File: src/hw/rtl/rabm_pkg.sv
// ----------------------------------------------------------------------------
// rabm_pkg
// Shared constants, codes and types of the resizable array block mapper
// ----------------------------------------------------------------------------
package rabm_pkg;

    localparam int DEF_INDEX_BITS = 20;

    localparam logic [1:0] CMD_PUSH   = 2'd0;
    localparam logic [1:0] CMD_POP    = 2'd1;
    localparam logic [1:0] CMD_LOCATE = 2'd2;

    localparam logic [1:0] ST_OK    = 2'd0;
    localparam logic [1:0] ST_FULL  = 2'd1;
    localparam logic [1:0] ST_EMPTY = 2'd2;
    localparam logic [1:0] ST_RANGE = 2'd3;

    typedef struct packed {
        logic       place;
        logic       write;
        logic       alloc;
        logic       free;
        logic [1:0] status;
    } flags_t;

endpackage

File: src/hw/rtl/rabm_index_map.sv
// ----------------------------------------------------------------------------
// rabm_index_map
// Maps an element index to its data block number and offset in the block
// ----------------------------------------------------------------------------
module rabm_index_map
    import rabm_pkg::*;
#(
    parameter int INDEX_BITS = DEF_INDEX_BITS
)
(
    input  logic [INDEX_BITS-1:0]         idx,
    output logic [INDEX_BITS/2+1:0]       blk,
    output logic [(INDEX_BITS+1)/2:0]     off
);

    localparam int R_W   = INDEX_BITS + 1;
    localparam int K_W   = $clog2(R_W);
    localparam int BLK_W = INDEX_BITS / 2 + 2;
    localparam int OFF_W = (INDEX_BITS + 1) / 2 + 1;

    logic [R_W-1:0] r;
    logic [K_W-1:0] k;
    logic [K_W-1:0] hi;
    logic [K_W-1:0] lo;
    logic [K_W:0]   k_inc;
    logic [R_W-1:0] b;
    logic [R_W-1:0] p;
    logic [R_W-1:0] sum;
    logic [R_W-1:0] mask;

    assign r = {1'b0, idx} + R_W'(1);

    // leading one of r
    always_comb
    begin
        k = '0;
        for (int i = 0; i < R_W; i++)
        begin
            if (r[i])
            begin
                k = K_W'(i);
            end
        end
    end

    assign k_inc = {1'b0, k} + (K_W+1)'(1);
    assign hi    = k_inc[K_W:1];
    assign lo    = k >> 1;

    assign b    = (r >> hi) - (R_W'(1) << lo);
    assign p    = (R_W'(1) << hi) + (R_W'(1) << lo) - R_W'(2);
    assign sum  = p + b;
    assign mask = (R_W'(1) << hi) - R_W'(1);

    assign blk = sum[BLK_W-1:0];
    assign off = mask[OFF_W-1:0] & r[OFF_W-1:0];

endmodule

File: src/hw/rtl/rabm_update.sv
// ----------------------------------------------------------------------------
// rabm_update
// Next values of the array bookkeeping counters for one command
// ----------------------------------------------------------------------------
module rabm_update
    import rabm_pkg::*;
#(
    parameter int INDEX_BITS = DEF_INDEX_BITS
)
(
    input  logic [1:0]                     command,
    input  logic [INDEX_BITS-1:0]          index,
    input  logic [INDEX_BITS:0]            count,
    input  logic [INDEX_BITS/2+1:0]        lbf,
    input  logic [INDEX_BITS/2+1:0]        sbf,
    input  logic [INDEX_BITS/2+1:0]        bc,
    input  logic [INDEX_BITS/2+1:0]        sbc,
    input  logic [INDEX_BITS/2+1:0]        lbn,
    input  logic [$clog2(INDEX_BITS+2)-1:0] sbn,
    input  logic [INDEX_BITS/2+1:0]        ab,
    output logic [INDEX_BITS:0]            count_next,
    output logic [INDEX_BITS/2+1:0]        lbf_next,
    output logic [INDEX_BITS/2+1:0]        sbf_next,
    output logic [INDEX_BITS/2+1:0]        bc_next,
    output logic [INDEX_BITS/2+1:0]        sbc_next,
    output logic [INDEX_BITS/2+1:0]        lbn_next,
    output logic [$clog2(INDEX_BITS+2)-1:0] sbn_next,
    output logic [INDEX_BITS/2+1:0]        ab_next,
    output logic [INDEX_BITS/2+1:0]        alloc_size,
    output logic [INDEX_BITS/2+1:0]        free_number,
    output flags_t                         flags
);

    localparam int CNT_W = INDEX_BITS + 1;
    localparam int BLK_W = INDEX_BITS / 2 + 2;
    localparam int SB_W  = $clog2(INDEX_BITS + 2);

    logic [BLK_W:0] lbn_plus2;

    assign lbn_plus2 = {1'b0, lbn} + (BLK_W+1)'(2);

    always_comb
    begin
        count_next  = count;
        lbf_next    = lbf;
        sbf_next    = sbf;
        bc_next     = bc;
        sbc_next    = sbc;
        lbn_next    = lbn;
        sbn_next    = sbn;
        ab_next     = ab;
        alloc_size  = '0;
        free_number = '0;
        flags       = '0;
        flags.status = ST_OK;

        unique case (command)
            CMD_PUSH:
            begin
                if (count[INDEX_BITS])
                begin
                    flags.status = ST_FULL;
                end
                else
                begin
                    if (lbf == bc)
                    begin
                        if (sbf == sbc)
                        begin
                            sbn_next = sbn + SB_W'(1);
                            if (sbn_next[0])
                            begin
                                bc_next = bc << 1;
                            end
                            else
                            begin
                                sbc_next = sbc << 1;
                            end
                            sbf_next = '0;
                        end
                        if (lbn_plus2 > {1'b0, ab})
                        begin
                            flags.alloc = 1'b1;
                            alloc_size  = bc_next;
                            ab_next     = ab + BLK_W'(1);
                        end
                        lbn_next = lbn + BLK_W'(1);
                        lbf_next = '0;
                        sbf_next = sbf_next + BLK_W'(1);
                    end
                    lbf_next    = lbf_next + BLK_W'(1);
                    count_next  = count + CNT_W'(1);
                    flags.write = 1'b1;
                    flags.place = 1'b1;
                end
            end
            CMD_POP:
            begin
                if (count == '0)
                begin
                    flags.status = ST_EMPTY;
                end
                else
                begin
                    count_next = count - CNT_W'(1);
                    lbf_next   = lbf - BLK_W'(1);
                    if (lbf_next == '0)
                    begin
                        if (lbn_plus2 == {1'b0, ab})
                        begin
                            flags.free  = 1'b1;
                            free_number = lbn + BLK_W'(1);
                            ab_next     = ab - BLK_W'(1);
                        end
                        if (count_next == '0)
                        begin
                            lbf_next = '0;
                            sbf_next = BLK_W'(1);
                            bc_next  = BLK_W'(1);
                            sbc_next = BLK_W'(1);
                            lbn_next = '0;
                            sbn_next = '0;
                            ab_next  = BLK_W'(1);
                        end
                        else
                        begin
                            lbn_next = lbn - BLK_W'(1);
                            sbf_next = sbf - BLK_W'(1);
                            if (sbf_next == '0)
                            begin
                                if (sbn[0])
                                begin
                                    bc_next = bc >> 1;
                                end
                                else
                                begin
                                    sbc_next = sbc >> 1;
                                end
                                sbn_next = sbn - SB_W'(1);
                                sbf_next = sbc_next;
                            end
                            lbf_next = bc_next;
                        end
                    end
                end
            end
            CMD_LOCATE:
            begin
                if ({1'b0, index} >= count)
                begin
                    flags.status = ST_RANGE;
                end
                else
                begin
                    flags.place = 1'b1;
                end
            end
            default:
            begin
            end
        endcase
    end

endmodule

File: src/hw/rtl/resizable_array_block_mapper.sv
// ----------------------------------------------------------------------------
// resizable_array_block_mapper
// Bookkeeping of a resizable array held in data blocks grouped in superblocks
// ----------------------------------------------------------------------------
// Takes one command word per clock cycle while cmd_stall is low (push, pop
// or locate) and returns one result word for each, in order. A word taken
// into the input register passes, once the result register is free, through
// the counter update and index mapping logic into the result register; the
// same edge updates the array counters. While a result is held by rsp_stall,
// one more command word is taken into the input register; then cmd_stall
// rises until the result moves on. Push reports where to store the value and
// whether a new block is needed, pop reports the spare block to free, and
// locate maps an index to block and offset. Full, empty and out of range are
// flagged in status and leave the counters unchanged.
module resizable_array_block_mapper
    import rabm_pkg::*;
#(
    parameter int INDEX_BITS = DEF_INDEX_BITS
)
(
    input  logic                          clk,
    input  logic                          rst_n,
    input  logic                          cmd_valid,
    output logic                          cmd_stall,
    input  logic [1:0]                    command,
    input  logic signed [31:0]            value,
    input  logic [INDEX_BITS-1:0]         index,
    output logic                          rsp_valid,
    input  logic                          rsp_stall,
    output logic [INDEX_BITS:0]           element_count,
    output logic [INDEX_BITS/2+1:0]       block_number,
    output logic [(INDEX_BITS+1)/2:0]     block_offset,
    output logic                          write_enable,
    output logic signed [31:0]            write_data,
    output logic                          alloc_block,
    output logic [INDEX_BITS/2+1:0]       alloc_size,
    output logic                          free_block,
    output logic [INDEX_BITS/2+1:0]       free_block_number,
    output logic [1:0]                    status
);

    localparam int CNT_W = INDEX_BITS + 1;
    localparam int BLK_W = INDEX_BITS / 2 + 2;
    localparam int OFF_W = (INDEX_BITS + 1) / 2 + 1;
    localparam int SB_W  = $clog2(INDEX_BITS + 2);

    // input register
    logic                  in_valid_reg;
    logic [1:0]            command_reg;
    logic signed [31:0]    value_reg;
    logic [INDEX_BITS-1:0] index_reg;

    // array counters
    logic [CNT_W-1:0] count_reg, count_next;
    logic [BLK_W-1:0] lbf_reg, lbf_next;
    logic [BLK_W-1:0] sbf_reg, sbf_next;
    logic [BLK_W-1:0] bc_reg, bc_next;
    logic [BLK_W-1:0] sbc_reg, sbc_next;
    logic [BLK_W-1:0] lbn_reg, lbn_next;
    logic [SB_W-1:0]  sbn_reg, sbn_next;
    logic [BLK_W-1:0] ab_reg, ab_next;

    // result register
    logic                 rsp_valid_reg;
    logic [CNT_W-1:0]     element_count_reg;
    logic [BLK_W-1:0]     block_number_reg;
    logic [OFF_W-1:0]     block_offset_reg;
    logic                 write_enable_reg;
    logic signed [31:0]   write_data_reg;
    logic                 alloc_block_reg;
    logic [BLK_W-1:0]     alloc_size_reg;
    logic                 free_block_reg;
    logic [BLK_W-1:0]     free_block_number_reg;
    logic [1:0]           status_reg;

    logic                  advance;
    logic                  fire;
    logic                  take;
    logic [INDEX_BITS-1:0] map_idx;
    logic [BLK_W-1:0]      map_blk;
    logic [OFF_W-1:0]      map_off;
    logic [BLK_W-1:0]      upd_alloc_size;
    logic [BLK_W-1:0]      upd_free_number;
    flags_t                flags;

    assign advance   = !rsp_valid_reg || !rsp_stall;
    assign fire      = in_valid_reg && advance;
    assign cmd_stall = in_valid_reg && !advance;
    assign take      = cmd_valid && !cmd_stall;

    assign map_idx = (command_reg == CMD_PUSH) ? count_reg[INDEX_BITS-1:0] : index_reg;

    rabm_index_map #(
        .INDEX_BITS (INDEX_BITS)
    ) u_map (
        .idx (map_idx),
        .blk (map_blk),
        .off (map_off)
    );

    rabm_update #(
        .INDEX_BITS (INDEX_BITS)
    ) u_upd (
        .command     (command_reg),
        .index       (index_reg),
        .count       (count_reg),
        .lbf         (lbf_reg),
        .sbf         (sbf_reg),
        .bc          (bc_reg),
        .sbc         (sbc_reg),
        .lbn         (lbn_reg),
        .sbn         (sbn_reg),
        .ab          (ab_reg),
        .count_next  (count_next),
        .lbf_next    (lbf_next),
        .sbf_next    (sbf_next),
        .bc_next     (bc_next),
        .sbc_next    (sbc_next),
        .lbn_next    (lbn_next),
        .sbn_next    (sbn_next),
        .ab_next     (ab_next),
        .alloc_size  (upd_alloc_size),
        .free_number (upd_free_number),
        .flags       (flags)
    );

    always_ff @(posedge clk or negedge rst_n)
    begin
        if (!rst_n)
        begin
            in_valid_reg  <= 1'b0;
            rsp_valid_reg <= 1'b0;
            count_reg     <= '0;
            lbf_reg       <= '0;
            sbf_reg       <= BLK_W'(1);
            bc_reg        <= BLK_W'(1);
            sbc_reg       <= BLK_W'(1);
            lbn_reg       <= '0;
            sbn_reg       <= '0;
            ab_reg        <= BLK_W'(1);
        end
        else
        begin
            if (!cmd_stall)
            begin
                in_valid_reg <= cmd_valid;
            end
            if (advance)
            begin
                rsp_valid_reg <= in_valid_reg;
            end
            if (fire)
            begin
                count_reg <= count_next;
                lbf_reg   <= lbf_next;
                sbf_reg   <= sbf_next;
                bc_reg    <= bc_next;
                sbc_reg   <= sbc_next;
                lbn_reg   <= lbn_next;
                sbn_reg   <= sbn_next;
                ab_reg    <= ab_next;
            end
        end
    end

    always_ff @(posedge clk)
    begin
        if (take)
        begin
            command_reg <= command;
            value_reg   <= value;
            index_reg   <= index;
        end
        if (fire)
        begin
            element_count_reg     <= count_next;
            block_number_reg      <= flags.place ? map_blk : '0;
            block_offset_reg      <= flags.place ? map_off : '0;
            write_enable_reg      <= flags.write;
            write_data_reg        <= flags.write ? value_reg : '0;
            alloc_block_reg       <= flags.alloc;
            alloc_size_reg        <= upd_alloc_size;
            free_block_reg        <= flags.free;
            free_block_number_reg <= upd_free_number;
            status_reg            <= flags.status;
        end
    end

    assign rsp_valid         = rsp_valid_reg;
    assign element_count     = element_count_reg;
    assign block_number      = block_number_reg;
    assign block_offset      = block_offset_reg;
    assign write_enable      = write_enable_reg;
    assign write_data        = write_data_reg;
    assign alloc_block       = alloc_block_reg;
    assign alloc_size        = alloc_size_reg;
    assign free_block        = free_block_reg;
    assign free_block_number = free_block_number_reg;
    assign status            = status_reg;

endmodule

File: config.mk
export PLATFORM = sky130hd
export DESIGN_NAME = resizable_array_block_mapper
export DESIGN_NICKNAME = d
export VERILOG_FILES = /design/src/hw/rtl/rabm_pkg.sv /design/src/hw/rtl/rabm_index_map.sv /design/src/hw/rtl/rabm_update.sv /design/src/hw/rtl/resizable_array_block_mapper.sv
export SDC_FILE = /design/constraint.sdc
export NUM_CORES = 1
export LEC_CHECK = 0
export ABC_CLOCK_PERIOD_IN_PS = 26200
export BUFFER_PORTS_ARGS = -buffer_cell sky130_fd_sc_hd__clkbuf_2
export CORE_UTILIZATION = 25
export DETAILED_ROUTE_END_ITERATION = 8
export GPL_TIMING_DRIVEN = 1
export PLACE_DENSITY = 0.37
export SYNTH_ARGS = -nofsm -noshare
export SYNTH_HDL_FRONTEND = slang
export SYNTH_SLANG_ARGS = --single-unit
File: constraint.sdc
create_clock -name clk -period 26.2 [get_ports clk]
set_input_delay 3.93 -clock clk [delete_from_list [all_inputs] [get_ports clk]]
set_output_delay 3.93 -clock clk [all_outputs]
set_load 0.03 [all_outputs]
==> flow_summary.yaml, run 1 <==
synth:
  synth_top_area_share_pct: 26.7
  synth_async_sr_flop_share_pct: 37.6
  synth_nets: 2116
  ys_seq_elements: 255
  synth.area.top_cells: "edfxtp_1 (27%), dfrtp_1 (13%), ha_1 (5.1%), xnor2_1 (4.1%), o21ai_0 (3.9%)"
  yosysWarnings: 0
  yosysTopAreaCell: "edfxtp_1"
  number_of_cells_produced_by_synthesis: 1974
  synth-edff-count: 159
  synth_seq_area_share_pct: 40.1
  post_synth_num_cell_types: 99
  synth_top_flop_cell: "edfxtp_1"
  netlist_area_sq_um: 17900
  syn_avg_cell_area_sq_um: 9.07
setup_path:
  r2r_slack_ns: 16.12
  worstSetupStartpointType: "flip-flop"
  cp-end-kind: "flip-flop"
  cp_data_required_time_ns: 26.50
  critical-path-max-stage-delay_ns: 0.77
  critPathSlowestCell: "o21a_1"
  crit_path_frequent_cell: "xnor2_1"
  reg2reg_depth: 37
  reg2reg_from: "command_reg[1]"
  critical_path.max_fanout: 58
  critical_path.reg2reg.endpoint: "block_number[11]"
  arrival_time_worst_endpoint_ns: 10.38
  timing.setup.critical_path_class: "flip-flop to flip-flop"
grt:
  grt_max_degree: 70
  grt.total_usage_pct: 16.4
  grt_pass1_vias: 15100
  number_of_antenna_violations_at_the_first_check_in_global_routing: 1
  first_pass_grt_wire_length_mm: 94.0
  global_route.overflow_total: 0
min_path:
  worstHoldStart: "in_valid_reg"
  holdCritPathClass: "flip-flop to flip-flop"
  holdPathStages: 1
  hold_path_end: "rsp_valid"
detailed_routing:
  postRouteAntennaNets: 0
  drt_pass1_iterations: 5
  vias_per_cell: 5.10
  first_iter_violations: 1193
  post_route_wl_mm: 60.7
  wire_per_inst_microns: 20.1
  remaining_drc_errors: 0
  via_count: 15400
cts:
  postCtsHoldBufs: 0
  tritoncts: "done"
  postCtsResizedCells: 0
  clockBufferDepth: 3
  cts.clk_slew.worst_paths_ns: 0.06
  ctsHtreeMaxLevel: 2
  numCtsBuffers: 36
  clock_tree.root_cell: "clkbuf_16"
  clock_latency_ns: 0.57
  cts_post_setup_buffers_inserted: 0
  clkSinkCount: 255
placed_design:
  gp_congestion: 0.853
  total_instance_count_after_detailed_placement: 2962
  buffer_ports.inserted: 164
  hpwl_mm: 43.0
floorplanning:
  rows: 97
  die_w_microns: 270
  starting_utilization_of_the_core_area_pct: 25.4
  die-area_sq_um: 72700
  fp.dieH_microns: 270
  fp.coreArea_sq_um: 70400
  io_pins: 165
sta:
  timing.setup.tns_ns: 0
  hold_viol_final: 0
  setup_viol: 0
  final_min_period_over_clock_period_pct: 38.5
  slew_headroom_pct: 27.2
  timing_max_transition_violations_final: 0
  slew_worst_pin_ns: 1.09
  timing.fmax_mhz: 99.2
  rsz_0062_raised_after_global_routing: "false"
  timing.final.crit_period_ns: 10.08
  setup_skew_ns: 0.0237
  hold_ws_ns: 0.502
finish:
  most_frequent_standard_cell_in_the_layout_excluding_fill_and_tap_cells: "nor2_1"
  finish.cell_count_without_fillers: 3026
  layout.nets: 2202
  drive_above_1_share_pct: 14.7
  fin_util_pct: 29.5
  most-common-layout-cells: "nor2_1 (179), nand2_1 (170), clkbuf_2 (163)"
  antenna_cells_inserted: 0
  layout-area-overhead-vs-synth_pct: 15.9
job:
  max_cap_violations: 0
pwr:
  p_leak_nw: 7.94
  pwr_density_cell_nw_per_um2: 91.2
  ir_drop_v: 0.0000381
status:
  status: "completed"
## power by group
part	internal (W)	switching [W]	total (W)
Sequential	0.000514	0.000122	0.000636
Combinational	0.000297	0.000459	0.000757
Clock	0.000300	0.000200	0.000500
Total	0.00111	0.000781	0.00189
## metal layers
layer / GRT usage (%) / vias to the layer above / routed length, microns
li1: - / 7440 / -
met1: 22.8 / 7580 / 29200
met2: 26.8 / 352 / 28300
met3: 2.11 / 62 / 2150
met4: 3.90 / 0 / 1100
met5: 0 / - / 0
## synthesized netlist by cell type, drive strengths merged (12+ instances only)
master / instances
nand3: 69
nand4: 28
nor2: 182
nor3: 50
a31oi: 38
xnor2: 84
edfxtp: 159
or3: 20
inv: 76
xor2: 50
o21ai: 148
a21oi: 117
a21boi: 12
o22ai: 23
nor4: 17
dfrtp: 92
o31ai: 28
clkbuf: 113
a22oi: 25
buf: 29
o211ai: 20
and3: 18
and2: 43
nand2: 172
mux2i: 50
a21o: 13
o21a: 14
or2: 15
ha: 73
## per-stage QoR
step | power, W | setup slack (ns) | cell area [sq um]
2_1_floorplan | 0.00119 | 17.67 | 17900
3_3_place_gp | 0.00140 | 16.53 | 19600
3_5_place_dp | 0.00140 | 16.25 | 19600
4_1_cts | 0.00192 | 16.20 | 20800
5_1_grt | 0.00204 | 15.22 | 20800
6_report | 0.00189 | 16.12 | 20800
## worst max-delay path: cells and delay by family, from the launching register on
| family | cells | cell delay [ns] |
|---|---|---|
| AO/OA/AOI/OAI | 13 | 3.46 |
| XOR/XNOR | 5 | 0.99 |
| adder cells (fa/ha/maj) | 6 | 2.01 |
| buffers and inverters | 2 | 0.54 |
| flip-flops | 1 | 0.32 |
| AND/OR/NAND/NOR | 11 | 2.43 |
## logic make-up (layout without fill, tap and decap cells)
kind of cell | Yosys count | in the layout | share of synthesized area, %
simple gates | 674 | 674 | 18.6
compound gates | 544 | 544 | 19.8
flops | 255 | 255 | 40.1
buf+inv | 220 | 332 | 4.76
xor+xnor | 134 | 134 | 6.55
fa+ha+maj | 84 | 84 | 6.33
mux | 63 | 63 | 3.80
## cell type report
type / instances / area (sq um)
fillers: 7481 / 49600
inverters: 78 / 298
clock buffers: 45 / 956
flip-flops and latches: 255 / 7180
clock inverters: 19 / 230
repair buffers: 190 / 1020
multi-input cells: 1499 / 9900
well taps: 940 / 1180
## worst max-delay path by stage
stage	startpoint	end	slack (ns)
after floorplan	command_reg[1]	block_number[11]	17.67
after global placement	command_reg[1]	block_number[11]	16.53
after detailed placement	command_reg[1]	block_number[11]	16.25
after CTS	command_reg[1]	block_number[11]	16.20
after global routing	command_reg[1]	block_number[11]	15.22
final	command_reg[1]	block_number[11]	16.12
No activity file was read; power rests on OpenSTA's default activity.
==> run 2, diff against run 1 <==
Settings changed: ABC_CLOCK_PERIOD_IN_PS 26200 to 9300.
Clock period 26.2 ns to 9.3 ns, I/O delays scaled along.
==> flow_summary.yaml, run 2 (synthesis gave the netlist of run 1 again) <==
finish:
  most-common-layout-cells: "nor2_1 (178), nand2_1 (170), clkbuf_2 (163)"
  layout.nets: 2225
  layout.filler_cells: 7484
  drive_above_1_share_pct: 16.2
  fin_util_pct: 29.9
  most_frequent_standard_cell_in_the_layout_excluding_fill_and_tap_cells: "nor2_1"
  layout-area-overhead-vs-synth_pct: 17.4
  finish.cell_count_without_fillers: 3052
  antenna_cells_inserted: 0
setup_path:
  timing.setup.critical_path_class: "flip-flop to flip-flop"
  worstSetupStartpointType: "flip-flop"
  critical-path-max-stage-delay_ns: 0.53
  critical_path.max_fanout: 24
  critPathSlowestCell: "fa_1"
  arrival_time_worst_endpoint_ns: 8.73
  cp_data_required_time_ns: 9.58
  cp-end-kind: "flip-flop"
detailed_routing:
  route.layer.met1.wl_mm: 28.5
  wire_per_inst_microns: 20.1
  drt_pass1_iterations: 5
  first_iter_violations: 1143
  post_route_wl_mm: 61.3
  vias_per_cell: 5.10
  met2RoutedLength_mm: 28.4
  via_count: 15600
  top_signal_layer_used: "met4"
  remaining_drc_errors: 0
  met3RoutedLength_mm: 3.16
  postRouteAntennaNets: 0
sta:
  final_min_period_over_clock_period_pct: 90.8
  slew_headroom_pct: 31.1
  setup_viol: 0
  timing.final.crit_period_ns: 8.44
  timing_max_transition_violations_final: 0
  setup_skew_ns: 0.0228
  slew_worst_pin_ns: 1.03
  hold_ws_ns: 0.496
  rsz_0062_raised_after_global_routing: "false"
  timing.fmax_mhz: 118
  hold_viol_final: 0
  timing.setup.tns_ns: 0
pwr:
  ir_drop_v: 0.000118
  pwr_density_cell_nw_per_um2: 258
  p_leak_nw: 8.07
  p_total_w: 0.00542
grt:
  global_route.overflow_total: 0
  grt.total_usage_pct: 16.7
  first_pass_grt_wire_length_mm: 95.6
  grt_max_degree: 79
  grt_pass1_vias: 15500
  number_of_antenna_violations_at_the_first_check_in_global_routing: 2
cts:
  clkSinkCount: 255
  numCtsBuffers: 37
  clock_latency_ns: 0.58
  ctsHtreeMaxLevel: 2
  cts.clk_slew.worst_paths_ns: 0.06
  clockBufferDepth: 3
  tritoncts: "done"
  clock_tree.root_cell: "clkbuf_16"
floorplanning:
  fp.dieH_microns: 270
  io_pins: 165
  die_w_microns: 270
  rows: 97
  starting_utilization_of_the_core_area_pct: 25.4
  fp.coreArea_sq_um: 70400
  die-area_sq_um: 72700
placed_design:
  gp_congestion: 0.846
  total_instance_count_after_detailed_placement: 2983
  hpwl_mm: 43.9
  buffer_ports.inserted: 164
job:
  max_cap_violations: 0
status:
  status: "completed"
min_path:
  holdCritPathClass: "flip-flop to flip-flop"
## run 2: cell types whose count changed in the layout (fill, tap and decap cells not counted), sizes merged
cell,before,now
clkinvlp,1,6
clkinv,16,12
bufinv,4,3
inv,76,79
buf,27,49
clkbuf,208,209
## run 2: per-layer routing
layer | vias up | track usage (%)
met3 | 62 | 3.01
met5 | - | 0
met2 | 410 | 26.9
met1 | 7616 | 22.9
li1 | 7480 | -
met4 | 0 | 4.10
## run 2: stage by stage
stage,cell area [sq um],setup slack (ns)
after CTS,21000,0.619
after global routing,21000,0.00291
after detailed placement,19700,0.687
after global placement,19700,0.876
after floorplan,17900,0.774
final,21000,0.856
## run 2: worst max-delay path, delay by kind of cell (launching register included)
family | cells | cell delay, ns
AND/OR/NAND/NOR | 12 | 2.68
AO/OA/AOI/OAI | 10 | 1.84
adder cells (fa/ha/maj) | 4 | 1.66
buffers and inverters | 4 | 0.83
XOR/XNOR | 4 | 0.59
flip-flops | 1 | 0.50
## run 2: layout make-up
type	instances	area (sq um)	share of cell area, %
Timing Repair Buffer	212	1180	5.63
Multi-Input combinational cell	1499	9930	47.2
Clock buffer	46	1010	4.82
Tap cell	940	1180	5.60
Clock inverter	22	234	1.11
Inverter	78	298	1.42
Sequential cell	255	7180	34.2
## run 2: what timing repair did
| item | CTS | global route |
|---|---|---|
| hold buffers | 0 | 0 |
| resized for setup | 0 | 8 |
| buffers inserted | 0 | 1 |
| endpoints found under the hold margin | 0 | 0 |
| endpoints found under the setup margin | 0 | 2 |
## run 2: report_power, final
group | switching (W) | internal, W | leakage (nW)
clock network | 0.000591 | 0.000866 | 0.587
registers | 0.000317 | 0.00145 | 2.79
logic | 0.00133 | 0.000866 | 4.70
## run 2: final timing paths
path                       slack (ns)                to      startpoint  depth (start not counted)
hold reg to reg                  0.50         rsp_valid    in_valid_reg                          1
setup reg to reg                 0.86  block_number[11]  command_reg[1]                         34
hold / removal                   0.50         rsp_valid    in_valid_reg                          1
min in group asynchronous        0.88        lbn_reg[2]           rst_n                          1
setup / recovery                 0.86  block_number[11]  command_reg[1]                         34
max in group asynchronous        7.13       lbn_reg[11]           rst_n                          2
==> run 3, diff against run 2 <==
Settings changed: CORE_UTILIZATION 25 to 38, PLACE_DENSITY 0.37 to 0.52.
==> flow_summary.yaml, run 3 (synthesis gave the netlist of run 1 again) <==
floorplanning:
  rows: 79
  die-area_sq_um: 48000
  fp.dieH_microns: 219
  io_pins: 165
  starting_utilization_of_the_core_area_pct: 38.5
  fp.coreArea_sq_um: 46600
  die_w_microns: 219
sta:
  slew_worst_pin_ns: 1.04
  rsz_0062_raised_after_global_routing: "false"
  timing_max_transition_violations_final: 0
  final_min_period_over_clock_period_pct: 92.4
  timing.fmax_mhz: 116
  timing.final.crit_period_ns: 8.60
  timing.setup.tns_ns: 0
  hold_viol_final: 0
  setup_skew_ns: 0.0197
  setup_viol: 0
  slew_headroom_pct: 30.2
placed_design:
  gp_congestion: 0.913
  placement.cell_area_sq_um: 19300
  buffer_ports.inserted: 164
  hpwl_mm: 39.1
finish:
  fin_util_pct: 43.9
  layout-area-overhead-vs-synth_pct: 14.2
  most-common-layout-cells: "nor2_1 (179), nand2_1 (170), clkbuf_2 (163)"
  layout.filler_cells: 4532
  drive_above_1_share_pct: 15.7
  antenna_cells_inserted: 0
  layout.area.seq_sq_um: 7180
  multi_input_area_sq_um: 9900
  most_frequent_standard_cell_in_the_layout_excluding_fill_and_tap_cells: "nor2_1"
  layout.nets: 2217
  final_area_sq_um: 20400
setup_path:
  critical_path.reg2reg.endpoint: "block_number[11]"
  crit_path_frequent_cell: "o21ai_0"
  critPathSlowestCell: "nor4_2"
  reg2reg_from: "command_reg[1]"
  cp_data_required_time_ns: 9.58
  cpLargestDelayFamily: "compound AO/OA/AOI/OAI gates"
  timing.setup.critical_path_class: "flip-flop to flip-flop"
  r2r_slack_ns: 0.70
  cp-end-kind: "flip-flop"
  critical_path.max_fanout: 25
  worstSetupStartpointType: "flip-flop"
  arrival_time_worst_endpoint_ns: 8.88
  reg2reg_depth: 34
  critical-path-max-stage-delay_ns: 0.56
  worst-path-stages: 34
  critical_path_buf_inv_count: 3
detailed_routing:
  first_iter_violations: 1257
  postRouteAntennaNets: 0
  vias_per_cell: 5.81
  wire_per_inst_microns: 20.3
  via_count: 15700
  remaining_drc_errors: 0
  drt_pass1_iterations: 5
  post_route_wl_mm: 54.8
cts:
  clock_latency_ns: 0.56
  clkSinkCount: 255
  clock_tree.root_cell: "clkbuf_16"
  cts.clk_slew.worst_paths_ns: 0.06
  postCtsHoldBufs: 0
  tritoncts: "done"
  clockBufferDepth: 3
  ctsHtreeMaxLevel: 2
  numCtsBuffers: 34
  cts_post_setup_buffers_inserted: 0
grt:
  grt_pass1_vias: 15100
  global_route.overflow_total: 0
  grt_max_degree: 73
  grt.total_usage_pct: 23.0
  first_pass_grt_wire_length_mm: 87.0
  number_of_antenna_violations_at_the_first_check_in_global_routing: 0
pwr:
  power.share.clock_pct: 25.9
  power_switching_share_pct: 40.5
  p_total_w: 0.00529
  total_switching_power_w: 0.00214
  pwr_density_cell_nw_per_um2: 259
  ir_drop_v: 0.000170
  power_report.internal_total_w: 0.00315
  sequentialPowerShare_pct: 33.1
  combinationalPowerShare_pct: 41.1
  p_leak_nw: 8.01
min_path:
  worstHoldStart: "ab_reg[11]"
  holdCritPathClass: "flip-flop to flip-flop"
  hold_path_end: "ab_reg[11]"
  holdPathStages: 1
status:
  status: "completed"
job:
  max_cap_violations: 0
==> run 3: cell types whose count changed in the layout (fill, tap and decap cells not counted), sizes merged <==
cell      delta
buf          -5
clkbuf       -5
clkinvlp     -3
clkinv       +1
bufinv       +2
inv          -2
==> run 3: cell type report <==
type                    instances  area share [%]
repair buffers                207            5.61
clock buffers                  41            4.44
flip-flops and latches        255            35.1
well taps                     607            3.71
inverters                      78            1.46
clock inverters                20            1.25
multi-input cells            1499            48.4
==> run 3: worst max-delay path by stage <==
stage               slack [ns]            from                to
floorplan                 0.77  command_reg[1]  block_number[11]
global placement          0.80  command_reg[1]  block_number[11]
detailed placement        0.72  command_reg[1]  block_number[11]
CTS                       0.66  command_reg[1]  block_number[11]
global route             0.009  command_reg[1]  block_number[11]
finish                    0.70  command_reg[1]  block_number[11]
==> run 3: worst reg2reg max path: cells and delay by family (launching register included) <==
| family | cells | cell delay (ns) |
|---|---|---|
| flops | 1 | 0.44 |
| buf+inv | 3 | 0.54 |
| fa+ha+maj | 6 | 2.06 |
| simple gates | 8 | 1.70 |
| compound gates | 12 | 2.64 |
| xor+xnor | 5 | 0.94 |
==> run 3: power groups by stage <==
stage / Sequential (W) / Combinational, W / Clock (W)
after floorplan: 0.00171 / 0.00163 / 0
after global placement: 0.00176 / 0.00215 / 0
after detailed placement: 0.00176 / 0.00216 / 0
after CTS: 0.00175 / 0.00217 / 0.00141
after global routing: 0.00179 / 0.00243 / 0.00145
final: 0.00175 / 0.00217 / 0.00137
==> run 3: what timing repair did <==
action,4_1_cts,5_1_grt
resized for setup,0,1
setup endpoints to repair,0,2
hold endpoints to repair,0,0
==> run 3: layer usage <==
metal	wire length [microns]	global-route usage (%)
met4	1340	6.64
met2	25600	37.2
met5	0	0
met3	3300	3.98
met1	24600	31.3
==> run 3: through the flow <==
step                      worst slack, ns  std cells  hold WS (ns)
after floorplan                     0.774       1974         0.446
after global placement              0.799       2646         0.468
after detailed placement            0.719       2646         0.468
after CTS                           0.664       2707         0.485
after global routing              0.00852       2707         0.496
final                               0.702       2707         0.483
